[src/hdl/tta_pkg.sv]
// Package for the thermistor temperature averager: FSM states, register
// indexes, unit status struct, fixed-point constants and small helpers.
// No dependencies.
package tta_pkg;

    // Field and port widths
    localparam int ADC_W      = 12;
    localparam int TEMP_W     = 16;
    localparam int SUM_W      = 24;
    localparam int WIN_W      = 7;
    localparam int CFG_IDX_W  = 3;
    localparam int CFG_DATA_W = 23;
    localparam int DATA_W     = 64;

    // Default parameter values
    localparam int ADC_BITS_DEF   = 12;
    localparam int MAX_WINDOW_DEF = 64;

    // Register reset values
    localparam logic [19:0]        RS_RESET    = 20'd10000;
    localparam logic [19:0]        RN_RESET    = 20'd10000;
    localparam logic [13:0]        BETA_RESET  = 14'd3950;
    localparam logic signed [14:0] NT_RESET    = 15'sd2500;
    localparam logic [22:0]        VREF_RESET  = 23'd3300000;
    localparam logic [11:0]        FS_RESET    = 12'd4095;
    localparam logic [6:0]         WIN_RESET   = 7'd10;

    // Fixed-point constants
    localparam logic signed [63:0] HALF_SCALE = 64'sd500000000;
    localparam logic signed [63:0] POLY_SCALE = 64'sd1000000000;
    localparam logic [63:0]        LN2_Q24    = 64'd11629080;
    localparam logic [63:0]        LN_ROUND   = 64'd536870912;
    localparam logic signed [63:0] KELVIN     = 64'sd27315;
    localparam logic signed [25:0] SUM_MAX    = 26'sd8388607;
    localparam logic signed [25:0] SUM_MIN    = -26'sd8388608;
    localparam logic signed [25:0] T16_MAX    = 26'sd32767;
    localparam logic signed [25:0] T16_MIN    = -26'sd32768;

    typedef enum logic [CFG_IDX_W-1:0] {
        REG_SERIES, REG_NOMINAL_R, REG_BETA, REG_NOMINAL_T,
        REG_VREF, REG_FULL_SCALE, REG_WINDOW
    } t_reg_idx;

    typedef enum logic [3:0] {
        ST_IDLE, ST_CHECK, ST_POLY, ST_VDIV, ST_RMUL_A, ST_RMUL_B, ST_NORM,
        ST_SQR, ST_LN, ST_DEN, ST_NUM, ST_TDIV, ST_ASTART, ST_AWAIT, ST_OUT
    } t_state;

    typedef struct packed {
        logic busy;
        logic done;
    } t_unit_status;

    // Polynomial coefficients in 1e-9 uV, highest order first
    function automatic logic signed [63:0] poly_coef(input logic [2:0] idx);
        logic signed [63:0] c;
        case (idx)
            3'd0:    c = -64'sd16;
            3'd1:    c = 64'sd118171;
            3'd2:    c = -64'sd301211691;
            3'd3:    c = 64'sd1109019271794;
            3'd4:    c = 64'sd34143524634089;
            default: c = 64'sd0;
        endcase
        return c;
    endfunction

    // Saturate to 16 bit signed
    function automatic logic signed [15:0] clamp_t16(input logic signed [25:0] x);
        logic signed [15:0] y;
        if (x > T16_MAX) begin
            y = 16'sh7fff;
        end else if (x < T16_MIN) begin
            y = 16'sh8000;
        end else begin
            y = x[15:0];
        end
        return y;
    endfunction

endpackage

[src/hdl/thermistor_temperature_averager.sv]
// Top level of the thermistor temperature averager: sequencer, state and
// configuration registers. Depends on tta_pkg, tta_serial_mul, tta_serial_div.
//
// One ADC beat in, one result beat out. Each reading is linearized by a
// fourth-order polynomial, turned into a divider resistance ratio, taken
// through log2 and the beta equation, and folded into a running average in
// 0.01 degC. All multiplies and divides run through one shift-add multiplier
// (one bit a cycle) and one restoring divider. Most of a valid reading's time
// goes to the 60 serial squarings of the two log2 evaluations. A rejected
// reading skips the remaining arithmetic at the check that fails: the raw
// reading range, the sign of the polynomial, the voltage checks, or the
// denominator check after the logs. The input is stalled while a reading is
// in work; the result register lets the next reading enter while a result
// waits to be taken.
module thermistor_temperature_averager #(
    parameter int ADC_BITS   = tta_pkg::ADC_BITS_DEF,
    parameter int MAX_WINDOW = tta_pkg::MAX_WINDOW_DEF
) (
    input  logic                                 i_clk,
    input  logic                                 i_rst_n,
    input  logic                                 i_in_valid,
    output logic                                 o_in_stall,
    input  logic [tta_pkg::ADC_W-1:0]            i_adc_reading,
    output logic                                 o_out_valid,
    input  logic                                 i_out_stall,
    output logic signed [tta_pkg::TEMP_W-1:0]    o_average_temperature,
    output logic                                 o_reading_invalid,
    input  logic                                 i_cfg_we,
    input  logic [tta_pkg::CFG_IDX_W-1:0]        i_cfg_index,
    input  logic [tta_pkg::CFG_DATA_W-1:0]       i_cfg_data
);
    import tta_pkg::*;

    localparam int RB = (ADC_BITS < ADC_W) ? ADC_BITS : ADC_W;
    localparam int HW = $clog2(MAX_WINDOW + 1);
    localparam int CW = ((HW > WIN_W) ? HW : WIN_W) + 1;

    // Configuration registers
    logic [19:0]        r_rs;
    logic [19:0]        r_rn;
    logic [13:0]        r_beta;
    logic signed [14:0] r_nt;
    logic [22:0]        r_vref;
    logic [11:0]        r_fs;
    logic [6:0]         r_win;

    // Sequencer registers
    t_state             r_state, n_state;
    logic               r_invalid, n_invalid;
    logic               r_phase, n_phase;
    logic [ADC_W-1:0]   r_rd, n_rd;
    logic [1:0]         r_pi, n_pi;
    logic [22:0]        r_v, n_v;
    logic [63:0]        r_x, n_x;
    logic [5:0]         r_s, n_s;
    logic [5:0]         r_k, n_k;
    logic [29:0]        r_frac, n_frac;
    logic [4:0]         r_j, n_j;
    logic               r_sel, n_sel;
    logic               r_dneg, n_dneg;
    logic [63:0]        r_la, n_la;
    logic [63:0]        r_den, n_den;
    logic signed [15:0] r_temp, n_temp;
    logic signed [23:0] r_sum, n_sum;
    logic [HW-1:0]      r_held, n_held;
    logic signed [15:0] r_res, n_res;
    logic               r_out_valid, n_out_valid;
    logic signed [15:0] r_out_avg, n_out_avg;
    logic               r_out_inv, n_out_inv;

    // Shared arithmetic units
    logic               mul_start, div_start;
    logic [63:0]        mul_a, mul_b, mul_prod;
    logic [63:0]        div_n, div_d, div_q;
    t_unit_status       mul_stat, div_stat;

    tta_serial_mul u_mul (
        .i_clk    (i_clk),
        .i_rst_n  (i_rst_n),
        .i_start  (mul_start),
        .i_mcand  (mul_a),
        .i_mplier (mul_b),
        .o_prod   (mul_prod),
        .o_status (mul_stat)
    );

    tta_serial_div u_div (
        .i_clk      (i_clk),
        .i_rst_n    (i_rst_n),
        .i_start    (div_start),
        .i_dividend (div_n),
        .i_divisor  (div_d),
        .o_quotient (div_q),
        .o_status   (div_stat)
    );

    // Configuration writes
    always_ff @(posedge i_clk) begin
        if (!i_rst_n) begin
            r_rs   <= RS_RESET;
            r_rn   <= RN_RESET;
            r_beta <= BETA_RESET;
            r_nt   <= NT_RESET;
            r_vref <= VREF_RESET;
            r_fs   <= FS_RESET;
            r_win  <= WIN_RESET;
        end else if (i_cfg_we) begin
            case (t_reg_idx'(i_cfg_index))
                REG_SERIES:     r_rs   <= i_cfg_data[19:0];
                REG_NOMINAL_R:  r_rn   <= i_cfg_data[19:0];
                REG_BETA:       r_beta <= i_cfg_data[13:0];
                REG_NOMINAL_T:  r_nt   <= $signed(i_cfg_data[14:0]);
                REG_VREF:       r_vref <= i_cfg_data[22:0];
                REG_FULL_SCALE: r_fs   <= i_cfg_data[11:0];
                REG_WINDOW:     r_win  <= i_cfg_data[6:0];
                default: ;
            endcase
        end
    end

    // Derived operands
    logic signed [63:0] t0;
    logic [63:0]        b64, b100, vdiff, rs64, rn64, r64;
    logic [CW-1:0]      win_c, w_eff, held_c;
    logic               sum_neg;
    logic [23:0]        sum_mag;
    logic [63:0]        avg_n, avg_d;
    logic signed [24:0] avg_s;

    always_comb begin
        t0    = $signed({{49{r_nt[14]}}, r_nt}) + KELVIN;
        b64   = {50'd0, r_beta};
        b100  = (b64 << 6) + (b64 << 5) + (b64 << 2);
        vdiff = {41'd0, r_vref} - {41'd0, r_v};
        rs64  = {44'd0, r_rs};
        rn64  = {44'd0, r_rn};
        r64   = {52'd0, r_rd};
        // Effective window: zero acts as one, capped at the maximum
        win_c = CW'(r_win);
        if (r_win == '0) begin
            w_eff = CW'(1);
        end else if (win_c > CW'(MAX_WINDOW)) begin
            w_eff = CW'(MAX_WINDOW);
        end else begin
            w_eff = win_c;
        end
        held_c = CW'(r_held);
        // Rounded average of sum over count, halves away from zero
        sum_neg = r_sum[23];
        sum_mag = sum_neg ? 24'(-r_sum) : 24'(r_sum);
        avg_n   = {40'd0, sum_mag} + 64'(r_held >> 1);
        avg_d   = 64'(r_held);
        if (r_held == '0) begin
            avg_s = '0;
        end else if (sum_neg) begin
            avg_s = -$signed(div_q[24:0]);
        end else begin
            avg_s = $signed(div_q[24:0]);
        end
    end

    // Sequencer: next state and unit requests
    logic signed [63:0] acc_n, den_s, tc, d_s;
    logic [31:0]        mm;
    logic [30:0]        m_nx;
    logic [29:0]        frac_nx;
    logic [63:0]        logv, lm, mag;
    logic signed [25:0] s26, avg26;

    always_comb begin
        n_state     = r_state;
        n_invalid   = r_invalid;
        n_phase     = r_phase;
        n_rd        = r_rd;
        n_pi        = r_pi;
        n_v         = r_v;
        n_x         = r_x;
        n_s         = r_s;
        n_k         = r_k;
        n_frac      = r_frac;
        n_j         = r_j;
        n_sel       = r_sel;
        n_dneg      = r_dneg;
        n_la        = r_la;
        n_den       = r_den;
        n_temp      = r_temp;
        n_sum       = r_sum;
        n_held      = r_held;
        n_res       = r_res;
        n_out_valid = r_out_valid;
        n_out_avg   = r_out_avg;
        n_out_inv   = r_out_inv;
        mul_start   = 1'b0;
        mul_a       = '0;
        mul_b       = '0;
        div_start   = 1'b0;
        div_n       = '0;
        div_d       = '0;
        acc_n       = $signed(mul_prod) + poly_coef({1'b0, r_pi} + 3'd1);
        mm          = mul_prod[61:30];
        m_nx        = mm[31] ? mm[31:1] : mm[30:0];
        frac_nx     = {r_frac[28:0], mm[31]};
        logv        = {28'd0, r_k, frac_nx};
        d_s         = $signed(r_la) - $signed(logv);
        mag         = d_s[63] ? 64'(-d_s) : 64'(d_s);
        lm          = (mul_prod + LN_ROUND) >> 30;
        den_s       = $signed(b100 << 24) + $signed(mul_prod);
        tc          = $signed(div_q) - KELVIN;
        avg26       = 26'(avg_s);
        s26         = 26'(r_sum) + 26'(r_temp);
        if (held_c >= w_eff) begin
            s26 = s26 - avg26;
        end

        // Result register drains independently
        if (r_out_valid && !i_out_stall) begin
            n_out_valid = 1'b0;
        end

        case (r_state)
            ST_IDLE: begin
                if (i_in_valid) begin
                    n_rd      = ADC_W'(i_adc_reading[RB-1:0]);
                    n_invalid = 1'b0;
                    n_phase   = 1'b0;
                    n_state   = ST_CHECK;
                end
            end
            // Reading range check, then first Horner step
            ST_CHECK: begin
                if (r_rd == '0 || r_rd > r_fs) begin
                    n_invalid = 1'b1;
                    n_state   = ST_ASTART;
                end else begin
                    mul_start = 1'b1;
                    mul_a     = poly_coef(3'd0);
                    mul_b     = r64;
                    n_pi      = 2'd0;
                    n_state   = ST_POLY;
                end
            end
            ST_POLY: begin
                if (mul_stat.done) begin
                    if (r_pi == 2'd3) begin
                        if (acc_n < 0) begin
                            n_invalid = 1'b1;
                            n_state   = ST_ASTART;
                        end else begin
                            div_start = 1'b1;
                            div_n     = acc_n + HALF_SCALE;
                            div_d     = POLY_SCALE;
                            n_state   = ST_VDIV;
                        end
                    end else begin
                        mul_start = 1'b1;
                        mul_a     = acc_n;
                        mul_b     = r64;
                        n_pi      = r_pi + 2'd1;
                    end
                end
            end
            // Voltage in uV and its range checks
            ST_VDIV: begin
                if (div_stat.done) begin
                    if (div_q == '0 || div_q >= {41'd0, r_vref} ||
                        r_rs == '0 || r_rn == '0) begin
                        n_invalid = 1'b1;
                        n_state   = ST_ASTART;
                    end else begin
                        n_v       = div_q[22:0];
                        mul_start = 1'b1;
                        mul_a     = rs64;
                        mul_b     = {41'd0, div_q[22:0]};
                        n_state   = ST_RMUL_A;
                    end
                end
            end
            ST_RMUL_A: begin
                if (mul_stat.done) begin
                    n_x     = mul_prod;
                    n_s     = '0;
                    n_sel   = 1'b0;
                    n_state = ST_NORM;
                end
            end
            ST_RMUL_B: begin
                if (mul_stat.done) begin
                    n_x     = mul_prod;
                    n_s     = '0;
                    n_sel   = 1'b1;
                    n_state = ST_NORM;
                end
            end
            // log2: normalize one bit a cycle
            ST_NORM: begin
                if (r_x[63]) begin
                    mul_start = 1'b1;
                    mul_a     = {33'd0, r_x[63:33]};
                    mul_b     = {33'd0, r_x[63:33]};
                    n_k       = 6'd63 - r_s;
                    n_frac    = '0;
                    n_j       = '0;
                    n_state   = ST_SQR;
                end else begin
                    n_x = {r_x[62:0], 1'b0};
                    n_s = r_s + 6'd1;
                end
            end
            // log2: one fraction bit per squaring
            ST_SQR: begin
                if (mul_stat.done) begin
                    n_frac = frac_nx;
                    if (r_j == 5'd29) begin
                        if (!r_sel) begin
                            n_la      = logv;
                            mul_start = 1'b1;
                            mul_a     = rn64;
                            mul_b     = vdiff;
                            n_state   = ST_RMUL_B;
                        end else begin
                            n_dneg    = d_s[63];
                            mul_start = 1'b1;
                            mul_a     = mag;
                            mul_b     = LN2_Q24;
                            n_state   = ST_LN;
                        end
                    end else begin
                        mul_start = 1'b1;
                        mul_a     = {33'd0, m_nx};
                        mul_b     = {33'd0, m_nx};
                        n_j       = r_j + 5'd1;
                    end
                end
            end
            // ln ratio in Q24, then L * T0
            ST_LN: begin
                if (mul_stat.done) begin
                    mul_start = 1'b1;
                    mul_a     = r_dneg ? 64'(-lm) : lm;
                    mul_b     = 64'(t0);
                    n_state   = ST_DEN;
                end
            end
            ST_DEN: begin
                if (mul_stat.done) begin
                    if (den_s <= 0) begin
                        n_invalid = 1'b1;
                        n_state   = ST_ASTART;
                    end else begin
                        n_den     = 64'(den_s);
                        mul_start = 1'b1;
                        mul_a     = b100;
                        mul_b     = 64'(t0);
                        n_state   = ST_NUM;
                    end
                end
            end
            ST_NUM: begin
                if (mul_stat.done) begin
                    div_start = 1'b1;
                    div_n     = (mul_prod << 24) + (r_den >> 1);
                    div_d     = r_den;
                    n_state   = ST_TDIV;
                end
            end
            // Kelvin to Celsius, saturated
            ST_TDIV: begin
                if (div_stat.done) begin
                    if (tc > 64'sd32767) begin
                        n_temp = 16'sh7fff;
                    end else if (tc < -64'sd32768) begin
                        n_temp = 16'sh8000;
                    end else begin
                        n_temp = tc[15:0];
                    end
                    n_state = ST_ASTART;
                end
            end
            ST_ASTART: begin
                div_start = 1'b1;
                div_n     = avg_n;
                div_d     = avg_d;
                n_state   = ST_AWAIT;
            end
            // Old average, then for a valid reading the sum update and new average
            ST_AWAIT: begin
                if (div_stat.done) begin
                    if (r_invalid || r_phase) begin
                        n_res   = clamp_t16(avg26);
                        n_state = ST_OUT;
                    end else begin
                        if (held_c < w_eff) begin
                            n_held = r_held + 1'b1;
                        end
                        if (s26 > SUM_MAX) begin
                            n_sum = SUM_MAX[23:0];
                        end else if (s26 < SUM_MIN) begin
                            n_sum = SUM_MIN[23:0];
                        end else begin
                            n_sum = s26[23:0];
                        end
                        n_phase = 1'b1;
                        n_state = ST_ASTART;
                    end
                end
            end
            ST_OUT: begin
                if (!r_out_valid || !i_out_stall) begin
                    n_out_valid = 1'b1;
                    n_out_avg   = r_res;
                    n_out_inv   = r_invalid;
                    n_state     = ST_IDLE;
                end
            end
            default: n_state = ST_IDLE;
        endcase
    end

    // State register
    always_ff @(posedge i_clk) begin
        if (!i_rst_n) begin
            r_state     <= ST_IDLE;
            r_out_valid <= 1'b0;
            r_sum       <= '0;
            r_held      <= '0;
            r_invalid   <= 1'b0;
            r_phase     <= 1'b0;
        end else begin
            r_state     <= n_state;
            r_out_valid <= n_out_valid;
            r_sum       <= n_sum;
            r_held      <= n_held;
            r_invalid   <= n_invalid;
            r_phase     <= n_phase;
        end
    end

    // Datapath registers
    always_ff @(posedge i_clk) begin
        r_rd      <= n_rd;
        r_pi      <= n_pi;
        r_v       <= n_v;
        r_x       <= n_x;
        r_s       <= n_s;
        r_k       <= n_k;
        r_frac    <= n_frac;
        r_j       <= n_j;
        r_sel     <= n_sel;
        r_dneg    <= n_dneg;
        r_la      <= n_la;
        r_den     <= n_den;
        r_temp    <= n_temp;
        r_res     <= n_res;
        r_out_avg <= n_out_avg;
        r_out_inv <= n_out_inv;
    end

    assign o_in_stall            = (r_state != ST_IDLE);
    assign o_out_valid           = r_out_valid;
    assign o_average_temperature = r_out_avg;
    assign o_reading_invalid     = r_out_inv;

    // Count never passes the window limit
    a_held_max: assert property (@(posedge i_clk) disable iff (!i_rst_n)
        held_c <= CW'(MAX_WINDOW))
        else $error("samples held above window limit");

    // The two arithmetic units are never in use together
    a_unit_excl: assert property (@(posedge i_clk) disable iff (!i_rst_n)
        !(mul_stat.busy && div_stat.busy))
        else $error("multiplier and divider busy together");

    // An accepted beat closes the input until its result is out
    a_in_close: assert property (@(posedge i_clk) disable iff (!i_rst_n)
        (i_in_valid && !o_in_stall) |=> o_in_stall)
        else $error("input not stalled after accepted beat");

    // Count stays unchanged while a rejected reading is in work
    a_state_hold: assert property (@(posedge i_clk) disable iff (!i_rst_n)
        (r_invalid && r_state != ST_IDLE) |=> $stable(r_held))
        else $error("count changed for rejected reading");

endmodule

[src/hdl/tta_serial_mul.sv]
// Shift-and-add multiplier: one multiplier bit per cycle, stops early
// once the remaining multiplier bits are zero. Product is mod 2^64.
// Depends on tta_pkg.
module tta_serial_mul (
    input  logic                        i_clk,
    input  logic                        i_rst_n,
    input  logic                        i_start,
    input  logic [tta_pkg::DATA_W-1:0]  i_mcand,
    input  logic [tta_pkg::DATA_W-1:0]  i_mplier,
    output logic [tta_pkg::DATA_W-1:0]  o_prod,
    output tta_pkg::t_unit_status       o_status
);
    import tta_pkg::*;

    logic [DATA_W-1:0] r_a;
    logic [DATA_W-1:0] r_b;
    logic [DATA_W-1:0] r_p;
    logic              r_busy;
    logic              r_done;

    // Iteration: add shifted multiplicand for each set multiplier bit
    always_ff @(posedge i_clk) begin
        if (!i_rst_n) begin
            r_busy <= 1'b0;
            r_done <= 1'b0;
        end else begin
            r_done <= 1'b0;
            if (i_start) begin
                r_a    <= i_mcand;
                r_b    <= i_mplier;
                r_p    <= '0;
                r_busy <= 1'b1;
            end else if (r_busy) begin
                if (r_b == '0) begin
                    r_busy <= 1'b0;
                    r_done <= 1'b1;
                end else begin
                    if (r_b[0]) begin
                        r_p <= r_p + r_a;
                    end
                    r_a <= {r_a[DATA_W-2:0], 1'b0};
                    r_b <= {1'b0, r_b[DATA_W-1:1]};
                end
            end
        end
    end

    assign o_prod          = r_p;
    assign o_status.busy   = r_busy;
    assign o_status.done   = r_done;

endmodule

[src/hdl/tta_serial_div.sv]
// Restoring divider: one quotient bit per cycle.
// Unsigned 64 by 64 bits. Depends on tta_pkg.
module tta_serial_div (
    input  logic                        i_clk,
    input  logic                        i_rst_n,
    input  logic                        i_start,
    input  logic [tta_pkg::DATA_W-1:0]  i_dividend,
    input  logic [tta_pkg::DATA_W-1:0]  i_divisor,
    output logic [tta_pkg::DATA_W-1:0]  o_quotient,
    output tta_pkg::t_unit_status       o_status
);
    import tta_pkg::*;

    localparam int CNT_W = $clog2(DATA_W + 1);

    logic [DATA_W-1:0] r_q;
    logic [DATA_W-1:0] r_rem;
    logic [DATA_W-1:0] r_d;
    logic [CNT_W-1:0]  r_cnt;
    logic              r_busy;
    logic              r_done;
    logic [DATA_W:0]   trial;
    logic [DATA_W:0]   diff;
    logic              ge;

    // Trial subtract of the shifted partial remainder
    always_comb begin
        trial = {r_rem, r_q[DATA_W-1]};
        ge    = trial >= {1'b0, r_d};
        diff  = trial - {1'b0, r_d};
    end

    always_ff @(posedge i_clk) begin
        if (!i_rst_n) begin
            r_busy <= 1'b0;
            r_done <= 1'b0;
        end else begin
            r_done <= 1'b0;
            if (i_start) begin
                r_q    <= i_dividend;
                r_rem  <= '0;
                r_d    <= i_divisor;
                r_cnt  <= CNT_W'(DATA_W);
                r_busy <= 1'b1;
            end else if (r_busy) begin
                r_rem <= ge ? diff[DATA_W-1:0] : trial[DATA_W-1:0];
                r_q   <= {r_q[DATA_W-2:0], ge};
                r_cnt <= r_cnt - 1'b1;
                if (r_cnt == CNT_W'(1)) begin
                    r_busy <= 1'b0;
                    r_done <= 1'b1;
                end
            end
        end
    end

    assign o_quotient      = r_q;
    assign o_status.busy   = r_busy;
    assign o_status.done   = r_done;

endmodule
[config.mk]
export PLATFORM = sky130hd
export DESIGN_NAME = thermistor_temperature_averager
export DESIGN_NICKNAME = d
export VERILOG_FILES = /design/src/hdl/tta_pkg.sv /design/src/hdl/thermistor_temperature_averager.sv /design/src/hdl/tta_serial_mul.sv /design/src/hdl/tta_serial_div.sv
export SDC_FILE = /design/constraint.sdc
export NUM_CORES = 2
export LEC_CHECK = 0
export ABC_AREA = 1
export ABC_CLOCK_PERIOD_IN_PS = 9200
export BUFFER_PORTS_ARGS = -buffer_cell sky130_fd_sc_hd__buf_4
export CAP_MARGIN = 20
export CORE_AREA = 3 3 341 477
export CTS_BUF_LIST = sky130_fd_sc_hd__clkbuf_4 sky130_fd_sc_hd__clkbuf_8 sky130_fd_sc_hd__clkbuf_16
export CTS_CLUSTER_DIAMETER = 150
export CTS_CLUSTER_SIZE = 20
export DETAILED_ROUTE_END_ITERATION = 12
export DIE_AREA = 0 0 344 480
export GPL_TIMING_DRIVEN = 0
export PLACE_DENSITY_LB_ADDON = 0.12
export SLEW_MARGIN = 40
export SYNTH_ARGS = -nofsm -noshare
export SYNTH_HDL_FRONTEND = slang
export SYNTH_SLANG_ARGS = --single-unit
[constraint.sdc]
create_clock -name i_clk -period 9.2 [get_ports i_clk]
set_input_delay 0.92 -clock i_clk [delete_from_list [all_inputs] [get_ports i_clk]]
set_output_delay 0.92 -clock i_clk [all_outputs]
set_load 0.03 [all_outputs]
# ---- Word-level counts from Yosys, hierarchy flattened
# Index checks and enable logic that the tools add are counted.
dict set report totals {
  reg_bits 842
  latchBits 0
  mem_bits_rw 0
  romBits 0
  input_bits 43
  output_inout_bits 19
  elab_cells 348
  mem_count 0
}
dict set report classes {
  addsub 27
  n_mul 0
  div 0
  magnitude_cmp 14
  eq_ne 53
  shift 0
  muxes 142
  bitwise 7
  n_reduce_logical 64
}
# op count
set op_table {}
lappend op_table {{$mux W64} 35}
lappend op_table {{$pmux W64 S7} 2}
lappend op_table {{$pmux W64 S3} 2}
lappend op_table {{$pmux W64 S5} 1}
lappend op_table {{$add A64 B30 Y64 const B} 2}
lappend op_table {{$add A64 B64 Y64} 2}
lappend op_table {{$logic_not A64 Y1} 2}
lappend op_table {{$pmux W64 S2} 1}
lappend op_table {{$mux W30} 3}
lappend op_table {{$mux W24} 3}
lappend op_table {{$mux W4} 18}
lappend op_table {{$ge A65 B64 Y1} 1}
lappend op_table {{$add A47 B64 Y64} 1}
lappend op_table {{$add A64 B63 Y64} 1}
lappend op_table {{$ge A64 B23 Y1} 1}
lappend op_table {{$gt A64 B16 Y1 const B} 1}
lappend op_table {{$le A64 B1 Y1 const B} 1}
lappend op_table {{$lt A64 B1 Y1 const B} 1}
lappend op_table {{$lt A64 B16 Y1 const B} 1}
lappend op_table {{$neg A34 Y64} 1}
lappend op_table {{$neg A37 Y64} 1}
lappend op_table {{$sub A64 B16 Y64 const B} 1}
lappend op_table {{$sub A64 B64 Y64} 1}
lappend op_table {{$mux W31} 2}
lappend op_table {{other kinds (79)} 222}

# ---- Depth between registers and ports, before layout
dict set report depth {
  ltp_word 11
  depth_mapped 39
  ltp_nobuf 37
}

# ---- By module
# A second synthesis with hierarchy kept.
dict set report hier_totals {
  hier_cells 12352
  hier_area_um2 78012.3
}
# mod instances cells_per_inst area_per_inst_um2 seq_area_each_um2
set modules_own_cells {}
lappend modules_own_cells {thermistor_temperature_averager 1 8186 49429.9 11931.4}
lappend modules_own_cells {tta_serial_div 1 2181 14781.7 6015.8}
lappend modules_own_cells {tta_serial_mul 1 1985 13800.7 5805.6}

# ---- Worst setup path after synthesis
# OpenSTA, ideal clock, no wires.
dict set report synth_path {
  path_type {register -> register}
  startpoint {register r_pi[0]}
  endpoint {register u_div.r_q[0], in the netlist u_div.o_quotient[0], enable pin}
  setup_time_ns 0.543
  t_arrival_ns 7.559
  required_time_ns 8.657
  path_slack_ns 1.098
  path_stages_with_launch 22
  n_path_buf 1
  synth_period_minus_slack_ns 8.102
  path_cell_list {edfxtp_1 ha_1 or3_1 ha_1 nand2_1 nor2_2 nand2_1 nor2_2 nand2_1 nand3_2 nand3_1 nand2_1 nand2_1 nand2_2 xor2_2 nand2_2 inv_2 nand3_4 nand2_4 inv_2 buf_2 a21oi_2}
}
dict set report synth_between {
  elab_chain_len 11
  elab_cells_between_ends 16
  cone_classes {add/sub: 2; order compare: 1; eq/ne: 5; mux: 5; reduce/logical: 3}
}
# item line_no
set synth_lines {}
lappend synth_lines {{start: declaration} thermistor_temperature_averager.sv:52} ;# logic [1:0] r_pi, n_pi;
lappend synth_lines {{start signal: assignment} thermistor_temperature_averager.sv:441} ;# r_pi <= n_pi;
lappend synth_lines {{$add A2 B1 Y3} thermistor_temperature_averager.sv:199} ;# acc_n = $signed(mul_prod) + poly_coef({1'b0, r_pi} + 3'd1);
lappend synth_lines {{$eq A3 B3 Y1 (tied with other cells)} tta_pkg.sv:57} ;# case (idx)
lappend synth_lines {{$pmux W64 S5} tta_pkg.sv:57}
lappend synth_lines {{$add A64 B64 Y64} thermistor_temperature_averager.sv:199}
lappend synth_lines {{$lt A64 B1 Y1} thermistor_temperature_averager.sv:245} ;# if (acc_n < 0) begin
lappend synth_lines {{$mux W1} thermistor_temperature_averager.sv:245}
lappend synth_lines {{$mux W1 *} thermistor_temperature_averager.sv:244} ;# if (r_pi == 2'd3) begin
lappend synth_lines {{$mux W1 *} thermistor_temperature_averager.sv:243} ;# if (mul_stat.done) begin
lappend synth_lines {{$pmux W1 S3 *} thermistor_temperature_averager.sv:220} ;# case (r_state)
lappend synth_lines {{$reduce_bool A2 Y1 (no line) *} --}
lappend synth_lines {{$reduce_and A2 Y1 (no line) *} --}
lappend synth_lines {{end signal: assignment} tta_serial_div.sv:40} ;# r_q <= i_dividend;
lappend synth_lines {{end signal: assignment} tta_serial_div.sv:47} ;# r_q <= {r_q[DATA_W-2:0], ge};
lappend synth_lines {{end: declaration} tta_serial_div.sv:16} ;# logic [DATA_W-1:0] r_q;
# Mark *: on every way between the ends. The rest lies on a longest branch, timed or not.
# A chain may end at the register's enable or synchronous reset.

# ---- Final worst setup path
dict set report layout_path {
  startpoint {register r_beta[1]}
  endpoint {register u_mul.r_p[51], in the netlist u_mul.o_prod[51], enable pin}
}
dict set report layout_between {
  elab_chain_len 9
  elab_cells_between_ends 11
  cone_classes {add/sub: 3; order compare: 1; eq/ne: 1; mux: 3; reduce/logical: 3}
}
# item line_no
set layout_lines {}
lappend layout_lines {{start: declaration} thermistor_temperature_averager.sv:41} ;# logic [13:0] r_beta;
lappend layout_lines {{start signal: assignment} thermistor_temperature_averager.sv:111} ;# REG_BETA: r_beta <= i_cfg_data[13:0];
lappend layout_lines {{$add A20 B19 Y21} thermistor_temperature_averager.sv:133} ;# b100 = (b64 << 6) + (b64 << 5) + (b64 << 2);
lappend layout_lines {{$add A21 B16 Y22 *} thermistor_temperature_averager.sv:133}
lappend layout_lines {{$add A47 B64 Y64 *} thermistor_temperature_averager.sv:207} ;# den_s = $signed(b100 << 24) + $signed(mul_prod);
lappend layout_lines {{via den_s[61]} thermistor_temperature_averager.sv:163} ;# logic signed [63:0] acc_n, den_s, tc, d_s;
lappend layout_lines {{$le A64 B1 Y1 *} thermistor_temperature_averager.sv:346} ;# if (den_s <= 0) begin
lappend layout_lines {{$mux W1 *} thermistor_temperature_averager.sv:346}
lappend layout_lines {{$mux W1 *} thermistor_temperature_averager.sv:345} ;# if (mul_stat.done) begin
lappend layout_lines {{$pmux W1 S6 *} thermistor_temperature_averager.sv:220}
lappend layout_lines {{$ne A2 B2 Y1 (no line) or $reduce_bool A2 Y1 (tied branches)} --}
lappend layout_lines {{$reduce_and A4 Y1 (no line) *} --}
lappend layout_lines {{end signal: assignment} tta_serial_mul.sv:39} ;# r_p <= r_p + r_a;
lappend layout_lines {{end: declaration} tta_serial_mul.sv:17} ;# logic [DATA_W-1:0] r_p;
# The timed path passes the listed nets; every way through them passes the cells marked *.

==> results.json <==
{
  "rows": 173,
  "ys_warn_count": 0,
  "cts_tree": "built",
  "fill_cells": 16600,
  "vdd_drop_max_v": 0.000202,
  "wirelength_um": 337000,
  "grt_max_degree": 85,
  "ant_nets": 0,
  "avgSynthCellArea_um2": 6.86,
  "clock_latency_ps": 780,
  "crit_path_max_incr_delay_ps": 570,
  "fin_ws_ps": 482,
  "timing.final.crit_period_ps": 8720,
  "worst_pin_slew_ps": 1050,
  "dp_slack_ps": 919,
  "h-tree-depth": 2,
  "drtPass1Iterations": 8,
  "cp-end-kind": "flop",
  "grt_pass1_wl_um": 475000,
  "drive_gt1_share_pct": 4.03,
  "synth_cell_types": 68,
  "fmax_mhz": 115,
  "status": "finished clean",
  "grt_use_total_pct": 39.7,
  "cts_resized": 0,
  "ios": 62,
  "finClkSkew_ps": 114,
  "min_path_cells": 1,
  "final_cell_mix": "nand2_1, inv_1, nor2_1",
  "globalRoute.totalOverflow": 0,
  "grt_pass1_vias": 70900,
  "avgRoutedWirePerCell_um": 26.5,
  "placed_area_mm2": 0.0753,
  "hpwl_um": 283000,
  "final_hold_viol_count": 0,
  "hp-class": "in -> reg",
  "worst-setup-path-type": "reg -> reg",
  "coreArea_mm2": 0.159,
  "setup_violations": 0,
  "drt-initial-drc-count": 6917,
  "rr_worst_depth": 35,
  "cts-root-buf": "clkbuf_16",
  "syn_to_final_growth_pct": 7.82,
  "vias_per_cell": 5.76,
  "antenna_found_initial": 16,
  "drv_slew": 0,
  "cts_buffers": 48,
  "syn_nets": 10900,
  "worst-path-max-fanout": 19,
  "postCtsSetupRepairBufs": 0,
  "ys_seq_area_share_pct": 33.3,
  "drv_cap": 0,
  "vias": 73200,
  "fin_crit_sh_pct": 94.8,
  "die_area_mm2": 0.165,
  "syn-instance-count": 10400,
  "place_inst": 12600,
  "cts_num_sinks": 842,
  "postCtsHoldBufs": 0,
  "clockBufferDepth": 3,
  "powerDensity_mw_per_mm2": 225,
  "cp.required_ps": 9580,
  "layout_commonest_cell": "nand2_1",
  "critPathSlowestCell": "fa_1",
  "crit_path_frequent_cell": "nand2_1",
  "synth_flop_cell": "edfxtp_1",
  "synth_edf_count": 689,
  "startpoint_type": "flop",
  "synth.cell_area_mm2": 0.0713,
  "synth-async-reset-ratio_pct": 0,
  "fin_nets": 11100,
  "initial_core_util_pct": 44.9,
  "hold_slack_ps": 338,
  "synth.ff_latch_count": 842,
  "route.detailed.drc": 0,
  "port-buffer-count": 61,
  "die_x_um": 344,
  "layout.cells.non_filler": 12700,
  "p_leak_nw": 34.5,
  "slew-limit-headroom_pct": 29.7,
  "postLayoutCellArea_mm2": 0.0769,
  "die_h_um": 480,
  "rsz0062_at_grt": "false",
  "clk_pin_slew_ps": 90,
  "arrival_ps": 9100,
  "gp_congestion": 1.07
}
[logic make-up (layout without fill, tap and decap cells)]
family | after synthesis | after routing | synth area share (%)
and+or+nand+nor | 5098 | 5098 | 29.8
buffers and inverters | 1804 | 2003 | 9.74
AOI/OAI and AO/OA | 1835 | 1835 | 14.4
DFF | 842 | 842 | 33.3
adders and majority gates | 467 | 467 | 8.42
other | 0 | 9 | 0
xor gates and xnor gates | 352 | 352 | 4.34
[final cells by class]
cell class,instances,area [µm²],share of cell area [%]
timing repair buffer,115,1220,1.58
clock buffer,80,1460,1.90
tap,2100,2630,3.42
antenna,9,22.5,0.0293
clock inverter,4,82.6,0.107
buffer,224,1040,1.35
multi-input combinational,7752,40700,53.0
sequential,842,23800,30.9
inverter,1580,5940,7.73
[power breakdown]
group / total [mW] / internal [mW] / switching [mW]
logic: 9.27 / 2.56 / 6.70
clock network: 2.55 / 1.11 / 1.44
registers: 5.51 / 4.82 / 0.690
[sequential cells by signal, indices dropped and copies added (netlist names), 14 cells and up]
name	cells
o_average_temperature	16
u_mul.r_b	64
r_sum	24
r_nt	15
u_div.o_quotient	64
r_la	36
r_res	16
r_frac	29
r_vref	23
r_beta	14
r_rn	20
r_rs	20
r_temp	16
u_mul.r_a	64
u_mul.o_prod	64
r_den	64
u_div.r_d	64
r_v	23
r_x	64
u_div.r_rem	64
[critical path: cells and delay by family (launching register included)]
kind            cells  cell delay, ps
compound gates      8            1500
xor+xnor            2            1000
fa+ha+maj           3            1450
buf+inv             6            1340
flops               1             520
simple gates       16            2450
[worst paths after layout]
kind,from,slack [ps],to
worst max register to register,r_beta[1]$_SDFFE_PN1P_,480,u_mul.o_prod[51]$_SDFFCE_PP0P_
worst min register to register,r_res[4]$_SDFFCE_PN1P_,410,o_average_temperature[4]$_DFFE_PP_
worst max-delay path,r_beta[1]$_SDFFE_PN1P_,480,u_mul.o_prod[51]$_SDFFCE_PP0P_
worst min-delay path,i_adc_reading[5],340,r_rd[5]$_DFFE_PP_
[cell usage after synthesis, types with 21 or more instances]
cell	count	area, µm²
dfxtp_1	153	3060
fa_1	21	420
inv_1	1554	5830
nand3b_1	38	285
a21o_1	49	368
o211ai_1	77	578
a31oi_1	77	482
buf_2	41	205
o2111ai_1	21	184
nor4_1	68	425
nor3_1	130	651
a211oi_1	22	165
clkbuf_1	146	548
o21bai_1	42	315
o21ai_0	580	2900
xor2_1	231	2020
or2_2	43	269
edfxtp_1	689	20700
nand2_1	2717	10200
o21a_1	34	255
nor2_1	1257	4720
o221ai_1	26	228
xnor2_1	119	1040
nand4_1	165	1030
nand3_1	596	2980
o22ai_1	35	219
a21oi_1	797	3990
ha_1	446	5580
[layer usage]
layer / vias to the layer above / share of wire [%] / GRT usage (%)
met3: 1030 / 7.0 / 6.64
li1: 34700 / - / -
met4: 8 / 11 / 36.2
met2: 3126 / 46 / 66.2
met1: 34300 / 36 / 43.0
met5: - / 0.016 / 0
[through the flow]
stage,setup TNS [ps],total power [mW],utilization (%)
final,0,17.3,48.4
after global routing,0,18.2,48.4
after CTS,0,17.0,48.3
after detailed placement,0,14.5,47.4
after global placement,-988880,14.4,46.8
after floorplan,0,10.9,-
Power figures use the tool's default switching activity.
